## src/hw/rtl/box_range_count_engine_assert.svh

```systemverilog
// Assertion macros for the box range count engine.
`ifndef BOX_RANGE_COUNT_ENGINE_ASSERT_SVH
`define BOX_RANGE_COUNT_ENGINE_ASSERT_SVH

`ifndef SYNTHESIS
// label: name of the check, prop: property body sampled on clk, held off in reset
`define BRC_ASSERT(label, clk, rst_n, prop, msg) \
	label: assert property (@(posedge clk) disable iff (!rst_n) prop) else $error(msg);
// expr must never hold outside reset
`define BRC_NEVER(label, clk, rst_n, expr, msg) \
	label: assert property (@(posedge clk) disable iff (!rst_n) !(expr)) else $error(msg);
`else
`define BRC_ASSERT(label, clk, rst_n, prop, msg)
`define BRC_NEVER(label, clk, rst_n, expr, msg)
`endif

`endif

```

## src/hw/rtl/brc_pkg.sv

```systemverilog
`default_nettype none
package brc_pkg;

	localparam int DEF_MAX_DIMS    = 8;
	localparam int DEF_MAX_QUERIES = 64;
	localparam int DEF_COUNT_BITS  = 32;

	// wide enough for any cell index and any query count compare
	localparam int IDX_W = 13;

	typedef enum logic [2:0] {
		OP_LOAD_SCALE  = 3'd0,
		OP_LOAD_BOUNDS = 3'd1,
		OP_POINT       = 3'd2,
		OP_READ        = 3'd3,
		OP_CLEAR       = 3'd4
	} op_t;

	typedef enum logic [0:0] {
		REG_DIMS    = 1'b0,
		REG_QUERIES = 1'b1
	} reg_idx_t;

	typedef struct packed {
		logic [2:0]         operation;
		logic [5:0]         query_index;
		logic [2:0]         dim_index;
		logic signed [31:0] coordinate;
		logic signed [31:0] dim_offset;
		logic [31:0]        dim_gain;
		logic signed [31:0] dim_base;
		logic signed [31:0] bound_low;
		logic signed [31:0] bound_high;
	} cmd_t;

	typedef struct packed {
		logic [5:0]  count_query;
		logic [31:0] point_count;
	} result_t;

	// word handed from cell to cell
	typedef struct packed {
		logic               valid;
		op_t                op;
		logic [5:0]         query;
		logic [2:0]         dim;
		logic               first;
		logic               last;
		logic [6:0]         nq;
		logic signed [31:0] lo;   // quantized value for points, low bound for loads
		logic signed [31:0] hi;
		logic [31:0]        cnt;
	} lane_t;

endpackage
`default_nettype wire

```

## src/hw/rtl/brc_cell.sv

```systemverilog
`default_nettype none
module brc_cell import brc_pkg::*; #(
	parameter int MAX_DIMS   = DEF_MAX_DIMS,
	parameter int COUNT_BITS = DEF_COUNT_BITS,
	parameter int IDX        = 0
) (
	input  wire logic clk,
	input  wire logic arst_n,
	input  wire lane_t lane_i,
	output lane_t      lane_o
);

	localparam int                    DW      = (MAX_DIMS > 1) ? $clog2(MAX_DIMS) : 1;
	localparam logic [IDX_W-1:0]      MY_IDX  = IDX_W'(IDX);
	localparam logic [COUNT_BITS-1:0] CNT_CAP = COUNT_BITS'(32'hFFFF_FFFF);

	logic signed [31:0] low_q  [MAX_DIMS];
	logic signed [31:0] high_q [MAX_DIMS];
	logic               inside_q;
	logic [COUNT_BITS-1:0] count_q;
	lane_t              lane_q;

	logic [DW-1:0] dsel;
	logic          mine, active, dim_ok, miss, flag_base, flag_new;
	logic [31:0]   rd;
	lane_t         lane_nxt;

	always_comb begin
		dsel      = DW'(lane_i.dim);
		mine      = IDX_W'(lane_i.query) == MY_IDX;
		active    = IDX_W'(lane_i.nq) > MY_IDX;
		dim_ok    = {2'b00, lane_i.dim} < 5'(MAX_DIMS);
		miss      = (lane_i.lo < low_q[dsel]) || (lane_i.lo > high_q[dsel]);
		flag_base = lane_i.first ? active : inside_q;
		flag_new  = flag_base && !(active && miss);
		rd        = (count_q > CNT_CAP) ? 32'hFFFF_FFFF : 32'(count_q);
		lane_nxt  = lane_i;
		if ((lane_i.op == OP_READ) && mine) begin
			lane_nxt.cnt = rd;
		end
	end

	always_ff @(posedge clk) begin
		if (lane_i.valid && (lane_i.op == OP_LOAD_BOUNDS) && mine && dim_ok) begin
			low_q[dsel]  <= lane_i.lo;
			high_q[dsel] <= lane_i.hi;
		end
	end

	always_ff @(posedge clk or negedge arst_n) begin
		if (!arst_n) begin
			inside_q <= 1'b0;
			count_q  <= '0;
		end else if (lane_i.valid) begin
			unique case (lane_i.op)
				OP_CLEAR: begin
					inside_q <= 1'b0;
					count_q  <= '0;
				end
				OP_POINT: begin
					inside_q <= flag_new;
					if (lane_i.last && active && flag_new && !(&count_q)) begin
						count_q <= count_q + 1'b1;
					end
				end
				default: begin
				end
			endcase
		end
	end

	always_ff @(posedge clk or negedge arst_n) begin
		if (!arst_n) begin
			lane_q <= '0;
		end else begin
			lane_q <= lane_nxt;
		end
	end

	assign lane_o = lane_q;

endmodule
`default_nettype wire

```

## config.mk

```make
export PLATFORM = sky130hd
export DESIGN_NAME = brc_cell
export DESIGN_NICKNAME = d
export VERILOG_FILES = /design/src/hw/rtl/box_range_count_engine_assert.svh /design/src/hw/rtl/brc_pkg.sv /design/src/hw/rtl/brc_cell.sv
export SDC_FILE = /design/constraint.sdc
export NUM_CORES = 1
export LEC_CHECK = 0
export ABC_AREA = 0
export BUFFER_PORTS_ARGS = -buffer_cell sky130_fd_sc_hd__buf_2
export CAP_MARGIN = 25
export CORE_MARGIN = 1
export CORE_UTILIZATION = 60
export DETAILED_ROUTE_END_ITERATION = 16
export PLACE_DENSITY = 0.77
export SLEW_MARGIN = 20
export SYNTH_ARGS = -nofsm -noshare
export SYNTH_HDL_FRONTEND = slang
export SYNTH_SLANG_ARGS = --single-unit
```

## constraint.sdc

```tcl
create_clock -name clk -period 6.8 [get_ports clk]
set_input_delay 0.34 -clock clk [delete_from_list [all_inputs] [get_ports clk]]
set_output_delay 0.34 -clock clk [all_outputs]
set_load 0.03 [all_outputs]
```

==> results.cfg <==
[floorplan]
rows = 74
core-area_sq_mm = 0.04092
die_y_um = 205.8
ios = 238
dieArea_sq_mm = 0.04234
dieWidth_um = 205.8
start_util_pct = 60.88

[routing]
firstDrtPassIters = 6
ant_nets = 0
drt-total-wl_mm = 61.83
wire_per_inst_um = 25.35
viasPerCell = 6.418
drtIter0Drc = 1793
drcViolationCount = 0
dr_total_vias = 15653

[sta]
hold_slack_ns = 0.01457
rsz0062_at_grt = false
min_period_ns = 5.447
fin_crit_sh_pct = 80.10
clock.fmax_ghz = 0.1836
slew-limit-headroom_pct = 29.51
setup_violations = 0
final.setup_skew_ns = 0.02673
hold_viol_final = 0
final.setup.tns_ns = 0
worstMarginPinSlew_ns = 1.057
report.final.slew_viol_count = 0

[global_route]
grtUsageMet3_pct = 5.417
grt-ovfl-total = 0
grt_max_degree = 92
antenna_found_initial = 2
use_met2_pct = 49.04
top_usage_layer = met2
met1_usage_pct = 40.16
grt_pass1_wl_mm = 92.77
grt_pass1_vias = 15760
gr-usage-all-layers_pct = 29.74

[run_status]
status = finished clean

[placed_design]
dp_hpwl_mm = 35.34
gp_congestion = 0.8528
io_buffers = 237

[clock_tree]
cts_buffer_depth = 3
cts_made_buffers = 67
htreeDepth = 3
clk_latency_ns = 0.60
cts_root_buffer = clkbuf_16
cts_tree = yes
path_clk_slew_ns = 0.06
post-cts-setup-buffers = 0
cts.sinks = 663

[worst_setup_path]
end_kind = flip-flop
cp.arrival_ns = 5.96
worstReg2RegEnd = count_q[31]
path_cells = dlygate4sd3_1 > buf_2 > nand2b_1 > nor2_4 > buf_4 > a22oi_1 > and4_1 > ha_1 > a21oi_1 > o21ai_0 > o21a_1 > o31ai_1 > nand4_1 > a211o_1 > or4_1 > a21oi_1
critPathKind = input port to flip-flop
cp-start-kind = input port
critPathMaxStageDelay_ns = 0.75
cp_common_cell = a21oi_1
startpoint = lane_i[106]
critPathCapture = count_q[31]
critPathRequiredTime_ns = 7.31
r2r_start = high_q[3][23]
r2r_cells = 11
reg2reg_slack_ns = 2.77
critPathMaxFanout = 26
cp_slowest_cell = nor2_4

[yosys]
syn-instance-count = 1465
synth.avg_cell_area_sq_um = 17.01
ys_ff_latch = 663
synth_edf_count = 512
syn_area_sq_mm = 0.02491
synth.area.top_cells = edfxtp_1 (62%), dfrtp_1 (15%), a22oi_1 (7.5%), ha_1 (3.2%), and4_1 (2.4%)
synth.yosys.warnings = 0
yosysUniqueCellTypes = 57
ys.flop_type = edfxtp_1
yosysTopAreaCell = edfxtp_1
syn-num-nets = 1649
ys_seq_area_share_pct = 76.88
yosysTopAreaCellShare_pct = 61.71
async_reset_ff_share_pct = 22.78

[layout]
nets = 2036
utilization_pct = 73.91
mostFrequentLayoutCells = edfxtp_1 (512), a22oi_1 (250), buf_2 (236), dfrtp_1 (151), dlygate4sd3_1 (107)
final_common_cell = edfxtp_1
areaGrowthSynthToFinish_pct = 21.41
layout-drive-gt1-share_pct = 23.08

[hold_path]
min_path_type = input port to flip-flop

[run]
cap_violations = 0

[power_and_ir_drop]
power-per-cell-area_mw_per_mm2 = 287.1
p_leak_nw = 10.86
ir_worst_vdd_mv = 0.2905
state kept, by name, summed over array words and instances, names as in the netlist:
signal / flops
low_q: 256
count_q: 32
inside_q: 1
high_q: 256
lane_o: 118
stage by stage:
step	cell area [sq um]	std cells	setup WS [ns]	power, mW
after floorplan	24910	1465	0.9259	4.797
after global placement	26910	2205	1.562	5.030
after detailed placement	26950	2207	1.349	5.051
after CTS	30230	2437	1.475	8.708
after global routing	30250	2438	1.062	8.912
final	30250	2439	1.353	8.685
cells in the mapped netlist (2+ instances only):
library cell	n
a2111oi_0	3
and4_1	69
o21ai_0	25
clkbuf_1	63
a2111o_1	4
nand2b_1	8
buf_2	4
nor2_1	29
buf_6	2
and2_1	7
o31ai_1	2
nor4_1	4
nor3_1	15
a21o_1	6
and3_1	11
nor3b_1	3
a211oi_1	3
mux2_2	30
inv_1	9
o21a_1	5
dfrtp_1	151
nand3_1	10
nand2_1	52
nor2b_1	2
a21oi_1	31
a22oi_1	250
edfxtp_1	512
a221oi_1	2
or2_2	3
or3_1	6
a41oi_1	2
o311ai_0	3
and3b_1	2
or4_1	4
o211ai_1	4
a211o_1	2
a41o_1	2
ha_1	64
mux2i_1	8
nand4_1	31
a31o_2	4
a31oi_1	3
area by class of cell:
class,count,area [sq um]
Sequential cell,663,19150
Fill cell,2386,10680
Multi-Input combinational cell,722,5519
Timing Repair Buffer,388,2659
Clock buffer,94,1944
Tap cell,532,665.6
Clock inverter,29,266.5
Inverter,10,37.54
Antenna cell,1,2.502
how the worst min path moves through the flow:
stage          slack [ns]   startpoint           to  cells past startpoint
2_1_floorplan        0.04       arst_n   count_q[0]                      0
3_3_place_gp         0.47       arst_n  lane_o[105]                      1
3_5_place_dp         0.46  lane_i[111]  lane_o[111]                      1
4_1_cts             0.001   lane_i[87]   lane_o[87]                      1
5_1_grt             0.006   lane_i[87]   lane_o[87]                      1
6_report             0.01   lane_i[87]   lane_o[87]                      1
critical path, delay by kind of cell:
family / cells / cell delay (ns)
compound gates: 7 / 1.86
fa+ha+maj: 1 / 0.32
buf+inv: 3 / 1.12
simple gates: 5 / 2.30
cell families (layout without fill, tap and decap cells):
| logic type | count (synthesis) | count (layout) | share of synthesized area (%) |
|---|---|---|---|
| AOI/OAI and AO/OA | 359 | 359 | 10.46 |
| adders and majority gates | 64 | 64 | 3.214 |
| buffers and inverters | 80 | 521 | 1.286 |
| DFF | 663 | 663 | 76.88 |
| muxes | 39 | 39 | 1.768 |
| other | 0 | 1 | 0 |
| and+or+nand+nor | 260 | 260 | 6.393 |
routing by layer:
layer	part of all wire, %	vias to the layer above
met5	0.019	-
li1	-	6768
met1	38	7845
met4	2.7	2
met3	9.4	136
met2	49	902
where the power goes:
part | total (mW) | switching (mW) | internal [mW]
sequential | 4.42 | 0.0118 | 4.41
combinational | 0.607 | 0.390 | 0.218
clock | 3.66 | 1.53 | 2.13
repair_timing:
item | in CTS | in global routing
gates resized for setup | 0 | 0
hold buffers | 107 | 0
endpoints found under the hold margin | 196 | 0
(Power assumes the default switching activity.)
