**src/hw/rtl/box_range_count_engine_assert.svh**
```systemverilog
// Assertion macros for the box range count engine.
`ifndef BOX_RANGE_COUNT_ENGINE_ASSERT_SVH
`define BOX_RANGE_COUNT_ENGINE_ASSERT_SVH

`ifndef SYNTHESIS
// label: name of the check, prop: property body sampled on clk, held off in reset
`define BRC_ASSERT(label, clk, rst_n, prop, msg) \
	label: assert property (@(posedge clk) disable iff (!rst_n) prop) else $error(msg);
// expr must never hold outside reset
`define BRC_NEVER(label, clk, rst_n, expr, msg) \
	label: assert property (@(posedge clk) disable iff (!rst_n) !(expr)) else $error(msg);
`else
`define BRC_ASSERT(label, clk, rst_n, prop, msg)
`define BRC_NEVER(label, clk, rst_n, expr, msg)
`endif

`endif

```
**src/hw/rtl/brc_pkg.sv**
```systemverilog
`default_nettype none
package brc_pkg;

	localparam int DEF_MAX_DIMS    = 8;
	localparam int DEF_MAX_QUERIES = 64;
	localparam int DEF_COUNT_BITS  = 32;

	// wide enough for any cell index and any query count compare
	localparam int IDX_W = 13;

	typedef enum logic [2:0] {
		OP_LOAD_SCALE  = 3'd0,
		OP_LOAD_BOUNDS = 3'd1,
		OP_POINT       = 3'd2,
		OP_READ        = 3'd3,
		OP_CLEAR       = 3'd4
	} op_t;

	typedef enum logic [0:0] {
		REG_DIMS    = 1'b0,
		REG_QUERIES = 1'b1
	} reg_idx_t;

	typedef struct packed {
		logic [2:0]         operation;
		logic [5:0]         query_index;
		logic [2:0]         dim_index;
		logic signed [31:0] coordinate;
		logic signed [31:0] dim_offset;
		logic [31:0]        dim_gain;
		logic signed [31:0] dim_base;
		logic signed [31:0] bound_low;
		logic signed [31:0] bound_high;
	} cmd_t;

	typedef struct packed {
		logic [5:0]  count_query;
		logic [31:0] point_count;
	} result_t;

	// word handed from cell to cell
	typedef struct packed {
		logic               valid;
		op_t                op;
		logic [5:0]         query;
		logic [2:0]         dim;
		logic               first;
		logic               last;
		logic [6:0]         nq;
		logic signed [31:0] lo;   // quantized value for points, low bound for loads
		logic signed [31:0] hi;
		logic [31:0]        cnt;
	} lane_t;

endpackage
`default_nettype wire

```
**src/hw/rtl/brc_quant.sv**
```systemverilog
`default_nettype none
module brc_quant import brc_pkg::*; #(
	parameter int MAX_DIMS = DEF_MAX_DIMS
) (
	input  wire logic       clk,
	input  wire logic       arst_n,
	input  wire logic       take,
	input  wire cmd_t       cmd,
	input  wire logic [3:0] dims_in_use,
	input  wire logic [6:0] queries_in_use,
	output lane_t           lane_o
);

	localparam int DW = (MAX_DIMS > 1) ? $clog2(MAX_DIMS) : 1;

	logic signed [31:0] offset_q [MAX_DIMS];
	logic [31:0]        gain_q   [MAX_DIMS];
	logic signed [31:0] base_q   [MAX_DIMS];

	logic [DW-1:0] dsel;
	logic          dim_ok;
	logic [4:0]    dims_eff;
	logic          dim_used;
	lane_t         lane_in;

	lane_t lane_s1, lane_s2, lane_s3, lane_s4, lane_s5;
	logic signed [32:0] diff_s1;
	logic [31:0]        gain_s1, gain_s2, gain_s3;
	logic signed [31:0] base_s1, base_s2, base_s3, base_s4;
	logic [32:0]        mag_s2;
	logic               neg_s2, neg_s3, neg_s4;
	logic [63:0]        plo_s3;
	logic               m32_s3;
	logic [31:0]        hi_s4;
	logic               frac_s4;

	logic signed [33:0] sum;
	logic signed [31:0] qval;
	lane_t              lane_fix;

	always_comb begin
		dsel     = DW'(cmd.dim_index);
		dim_ok   = {2'b00, cmd.dim_index} < 5'(MAX_DIMS);
		dims_eff = ({1'b0, dims_in_use} > 5'(MAX_DIMS)) ? 5'(MAX_DIMS) : {1'b0, dims_in_use};
		dim_used = {2'b00, cmd.dim_index} < dims_eff;

		lane_in       = '0;
		lane_in.op    = op_t'(cmd.operation);
		lane_in.query = cmd.query_index;
		lane_in.dim   = cmd.dim_index;
		lane_in.first = cmd.dim_index == 3'd0;
		lane_in.last  = {2'b00, cmd.dim_index} == dims_eff - 5'd1;
		lane_in.nq    = queries_in_use;
		lane_in.lo    = cmd.bound_low;
		lane_in.hi    = cmd.bound_high;
		lane_in.valid = take && ((cmd.operation == OP_LOAD_BOUNDS) ||
			(cmd.operation == OP_READ) || (cmd.operation == OP_CLEAR) ||
			((cmd.operation == OP_POINT) && dim_used));
	end

	always_ff @(posedge clk) begin
		if (take && (cmd.operation == OP_LOAD_SCALE) && dim_ok) begin
			offset_q[dsel] <= cmd.dim_offset;
			gain_q[dsel]   <= cmd.dim_gain;
			base_q[dsel]   <= cmd.dim_base;
		end
	end

	// math path: difference, magnitude, multiply, high word, rebase and clamp
	always_ff @(posedge clk) begin
		diff_s1 <= 33'(cmd.coordinate) - 33'(offset_q[dsel]);
		gain_s1 <= gain_q[dsel];
		base_s1 <= base_q[dsel];

		neg_s2  <= diff_s1[32];
		mag_s2  <= diff_s1[32] ? 33'(-diff_s1) : 33'(diff_s1);
		gain_s2 <= gain_s1;
		base_s2 <= base_s1;

		plo_s3  <= mag_s2[31:0] * gain_s2;
		m32_s3  <= mag_s2[32];
		neg_s3  <= neg_s2;
		gain_s3 <= gain_s2;
		base_s3 <= base_s2;

		// magnitude is at most 2^32 so the product fits 64 bits
		hi_s4   <= plo_s3[63:32] + (m32_s3 ? gain_s3 : 32'd0);
		frac_s4 <= |plo_s3[31:0];
		neg_s4  <= neg_s3;
		base_s4 <= base_s3;
	end

	always_comb begin
		// negative side rounds toward minus infinity
		if (neg_s4) begin
			sum = 34'(base_s4) - $signed({2'b00, hi_s4}) - $signed({33'd0, frac_s4});
		end else begin
			sum = 34'(base_s4) + $signed({2'b00, hi_s4});
		end
		if (sum > 34'sh0_7FFF_FFFF) begin
			qval = 32'sh7FFF_FFFF;
		end else if (sum < -34'sh0_8000_0000) begin
			qval = -32'sh8000_0000;
		end else begin
			qval = sum[31:0];
		end
		lane_fix = lane_s4;
		if (lane_s4.op == OP_POINT) begin
			lane_fix.lo = qval;
		end
	end

	always_ff @(posedge clk or negedge arst_n) begin
		if (!arst_n) begin
			lane_s1 <= '0;
			lane_s2 <= '0;
			lane_s3 <= '0;
			lane_s4 <= '0;
			lane_s5 <= '0;
		end else begin
			lane_s1 <= lane_in;
			lane_s2 <= lane_s1;
			lane_s3 <= lane_s2;
			lane_s4 <= lane_s3;
			lane_s5 <= lane_fix;
		end
	end

	assign lane_o = lane_s5;

endmodule
`default_nettype wire

```
**config.mk**
```make
export PLATFORM = sky130hd
export DESIGN_NAME = brc_quant
export DESIGN_NICKNAME = d
export VERILOG_FILES = /design/src/hw/rtl/box_range_count_engine_assert.svh /design/src/hw/rtl/brc_pkg.sv /design/src/hw/rtl/brc_quant.sv
export SDC_FILE = /design/constraint.sdc
export NUM_CORES = 2
export LEC_CHECK = 0
export BUFFER_PORTS_ARGS = -buffer_cell sky130_fd_sc_hd__buf_2
export CAP_MARGIN = 20
export CORE_UTILIZATION = 31
export CTS_CLUSTER_DIAMETER = 200
export DETAILED_ROUTE_END_ITERATION = 10
export GPL_TIMING_DRIVEN = 0
export REMOVE_ABC_BUFFERS = 1
export SLEW_MARGIN = 20
export SYNTH_ARGS = -nofsm -noshare
export SYNTH_HDL_FRONTEND = slang
export SYNTH_SLANG_ARGS = --single-unit
```
**constraint.sdc**
```tcl
create_clock -name clk -period 8.6 [get_ports clk]
set_input_delay 1.72 -clock clk [delete_from_list [all_inputs] [get_ports clk]]
set_output_delay 1.72 -clock clk [all_outputs]
set_load 0.03 [all_outputs]
```
==> impl_results.md <==
* Max_cap viols at 0
* Final count of pins violating max slew at 0
* Die Height at 536 um
* Pre-CTS setup slack at -309 ps
* CTS H-Tree Depth at 4
* Relative max-transition margin at 28.8%
* Hold EP: base_s3[28]
* Remaining DRCs at 0
* GRT overflow at 0
* Yosys Warn Count at 0
* Final wirelength at 235000 um
* Share of cells above drive strength 1 at 13.0%
* CTS tree: yes
* HPWL Detailed at 180000 um
* Final hold violation count at 0
* Initial antenna violation count at 55
* Final std cells w/o fill at 11600
* Final setup violation count at 0
* Hold_sp: base_s2[28]
* Status: complete, no violations
* CTS clk-pin slew, worst paths at 60 ps
* Multi-input gate area at 41700 um2
* Clock Latency Late Sink at 860 ps
* Synth Area in Compound Gates at 8.10%
* GRT busiest layer: met2
* Total GRT Usage at 16.4%
* Placed cells at 11300
* M2 GR Usage at 26.8%
* DRT antenna net count at 0
* Worst clock skew at 99.4 ps
* Setup TNS at 0 ps
* Synth cell types at 84
* Hold depth at 0
* Largest net degree at the start of global routing at 109
* Post-Synth XOR/XNOR Area at 1.97%
* I/O pins at 336
* Routing usage on met1 at 21.8%
* Worst Setup Slack, final at 353 ps
* Most used flip-flop cell after synthesis: edfxtp_1
* Final #Nets at 9269
* Initial cell density of the core at 31.2%
* Area leader, netlist: edfxtp_1
* Period utilization at 95.9%
* Die area at 287000 um2
* Peak Freq at 0.121 GHz
* Register area at 41800 um2
* Most frequent cells in the layout: 996 x inv_1, 901 x fa_1, 768 x edfxtp_1
* Routing usage on met3 at 2.87%
* Buffers on Ports at 303
* Hold_ws at 267 ps
* GP Congestion at 0.892
* Post-DR wirelength/cell at 20.3 um
* CTS Buffer Depth at 4
* Synth top area share at 26.1%
* Fill cells at 27000
* R2R Path Start: mag_s2[10]
* Seq cells post-synth at 1589
* Die width at 536 um
* Post-synthesis mux area share at 0.137%
* Pre-antenna DRT Iters at 5
* Reg2reg end: plo_s3[55]
* Worst slew pin tran at 1050 ps
* Synth Instances at 7243
* Row count at 195
* WS Path Type: register to register
* R2R depth at 25
* Number of flops mapped to enable cells by yosys at 768
* Largest family of logic cells by synthesized area: adder cells
* Crit path capture type: register
* Synth Area in Simple Gates at 10.2%
* Post-synthesis sequential area ratio at 47.2%
* CTS Root Cell: clkbuf_16
* Worst Path Required at 9290 ps
* Final min period at 8250 ps
* Critical Path Start Type: register
* Worst path arrival time at 8940 ps
* Vias in the first global route at 59200
* Area of the core at 283000 um2
* Total CTS buffers at 170
* First-pass GRT wire length at 360000 um
* Synth top area cells: edfxtp_1 26%, fa_1 20%, dfrtp_1 12%
* Commonest non-fill, non-tap cell in the layout: inv_1
* P&R area growth vs syn at 16.2%
* Crit-path max FO at 25
* Internal reg-to-reg setup slack at 350 ps
* Clock Sinks at 1589
* Mapped Area at 88300 um2
* Vias at 55700
* DRT iter0 DRCs at 4332
* Hold-fix buffers, CTS at 0
* Async set or reset register ratio after synthesis at 27.1%
* Syn Area/Cell at 12.2 um2
* Via/cell ratio at 4.80
* Worst hold path class: register to register
* Post-Synth Adder-Cell Area at 26.5%
layer usage:
metal | routed length [um] | up-vias
li1 | - | 25000
met1 | 99800 | 28200
met2 | 111000 | 2034
met3 | 16800 | 489
met4 | 7750 | 20
met5 | 131 | -
synthesized netlist by cell type (16+ instances only):
cell,n
inv_1,995
fa_1,901
edfxtp_1,768
and2_1,629
nand2_1,579
dfrtp_1,430
ha_1,427
dfxtp_1,391
a22oi_1,375
clkbuf_1,316
a21oi_1,174
xnor2_1,151
nor2_1,140
o21ai_0,135
nand4_1,102
a21o_1,88
xor2_1,46
nor3_1,44
a211oi_1,41
buf_4,34
nand3_1,32
nand2b_1,31
o21bai_1,29
and3_1,27
and4_1,27
nor4_1,24
nor2b_1,21
o211ai_1,21
o31ai_1,21
a221oi_1,18
a31oi_1,18
o21a_1,18
buf_1,16
flip-flops by register name, indices dropped and copies added (netlist names), 33 cells and up:
name and count:
lane_fix 54, diff_s1 33, plo_s3 64, lane_s3 86, lane_o 86, mag_s2 33, lane_s2 86, base_q 256
lane_s1 86, gain_q 256, offset_q 256
critical path, cell delays in order, from the launching register on:
cell	delay, ps
dfxtp_4	440
buf_12	240
and2_1	180
fa_1	500
fa_1	550
inv_1	60
fa_1	470
fa_1	560
inv_1	50
fa_1	620
fa_1	480
fa_1	500
inv_1	50
fa_1	510
inv_1	50
ha_1	370
a21o_1	250
o21bai_1	160
a31o_2	250
a21oi_1	150
o21bai_1	130
o31ai_4	490
a2111oi_4	160
nor3b_1	490
o21ai_0	180
xor2_1	180
worst max-delay path by stage:
stage                        end        from  depth (start not counted)
detailed placement    plo_s3[55]  gain_s2[9]                         25
global route          plo_s3[55]  mag_s2[10]                         25
finish                plo_s3[55]  mag_s2[10]                         25
CTS                   plo_s3[57]  gain_s2[2]                         24
floorplan           base_q[2][0]    cmd[202]                          2
global placement    gain_q[2][7]    cmd[202]                          3
metrics by stage:
step	area (um2)	utilization, %
6_report	103000	36.3
5_1_grt	103000	36.3
4_1_cts	102000	36.2
3_5_place_dp	96900	34.3
3_3_place_gp	93100	32.9
2_1_floorplan	86900	-
logic make-up (layout without fill, tap and decap cells):
family / count (synthesis) / after routing
mux: 12 / 12
fa+ha+maj: 1328 / 1328
simple gates: 1714 / 1714
other cells: 1 / 46
flops: 1589 / 1589
xor+xnor: 198 / 198
compound gates: 1038 / 1038
buf+inv: 1363 / 1942
repair_timing:
item / in CTS / in global routing
gates resized for setup: 4 / 33
setup endpoints to repair: 8 / 12
buffers inserted: 0 / 1
pin swaps: 0 / 1
final cells by class:
class                   count  area share (%)
repair buffers            644            5.06
inverters                 996            3.64
flip-flops and latches   1589            40.7
clock buffers             231            4.67
clock inverters            71           0.696
multi-input cells        4322            40.6
diodes                     14          0.0341
well taps                3743            4.56
Power is not shown: default switching activity piles up to over one toggle a cycle in this logic, so the estimate is an artifact.
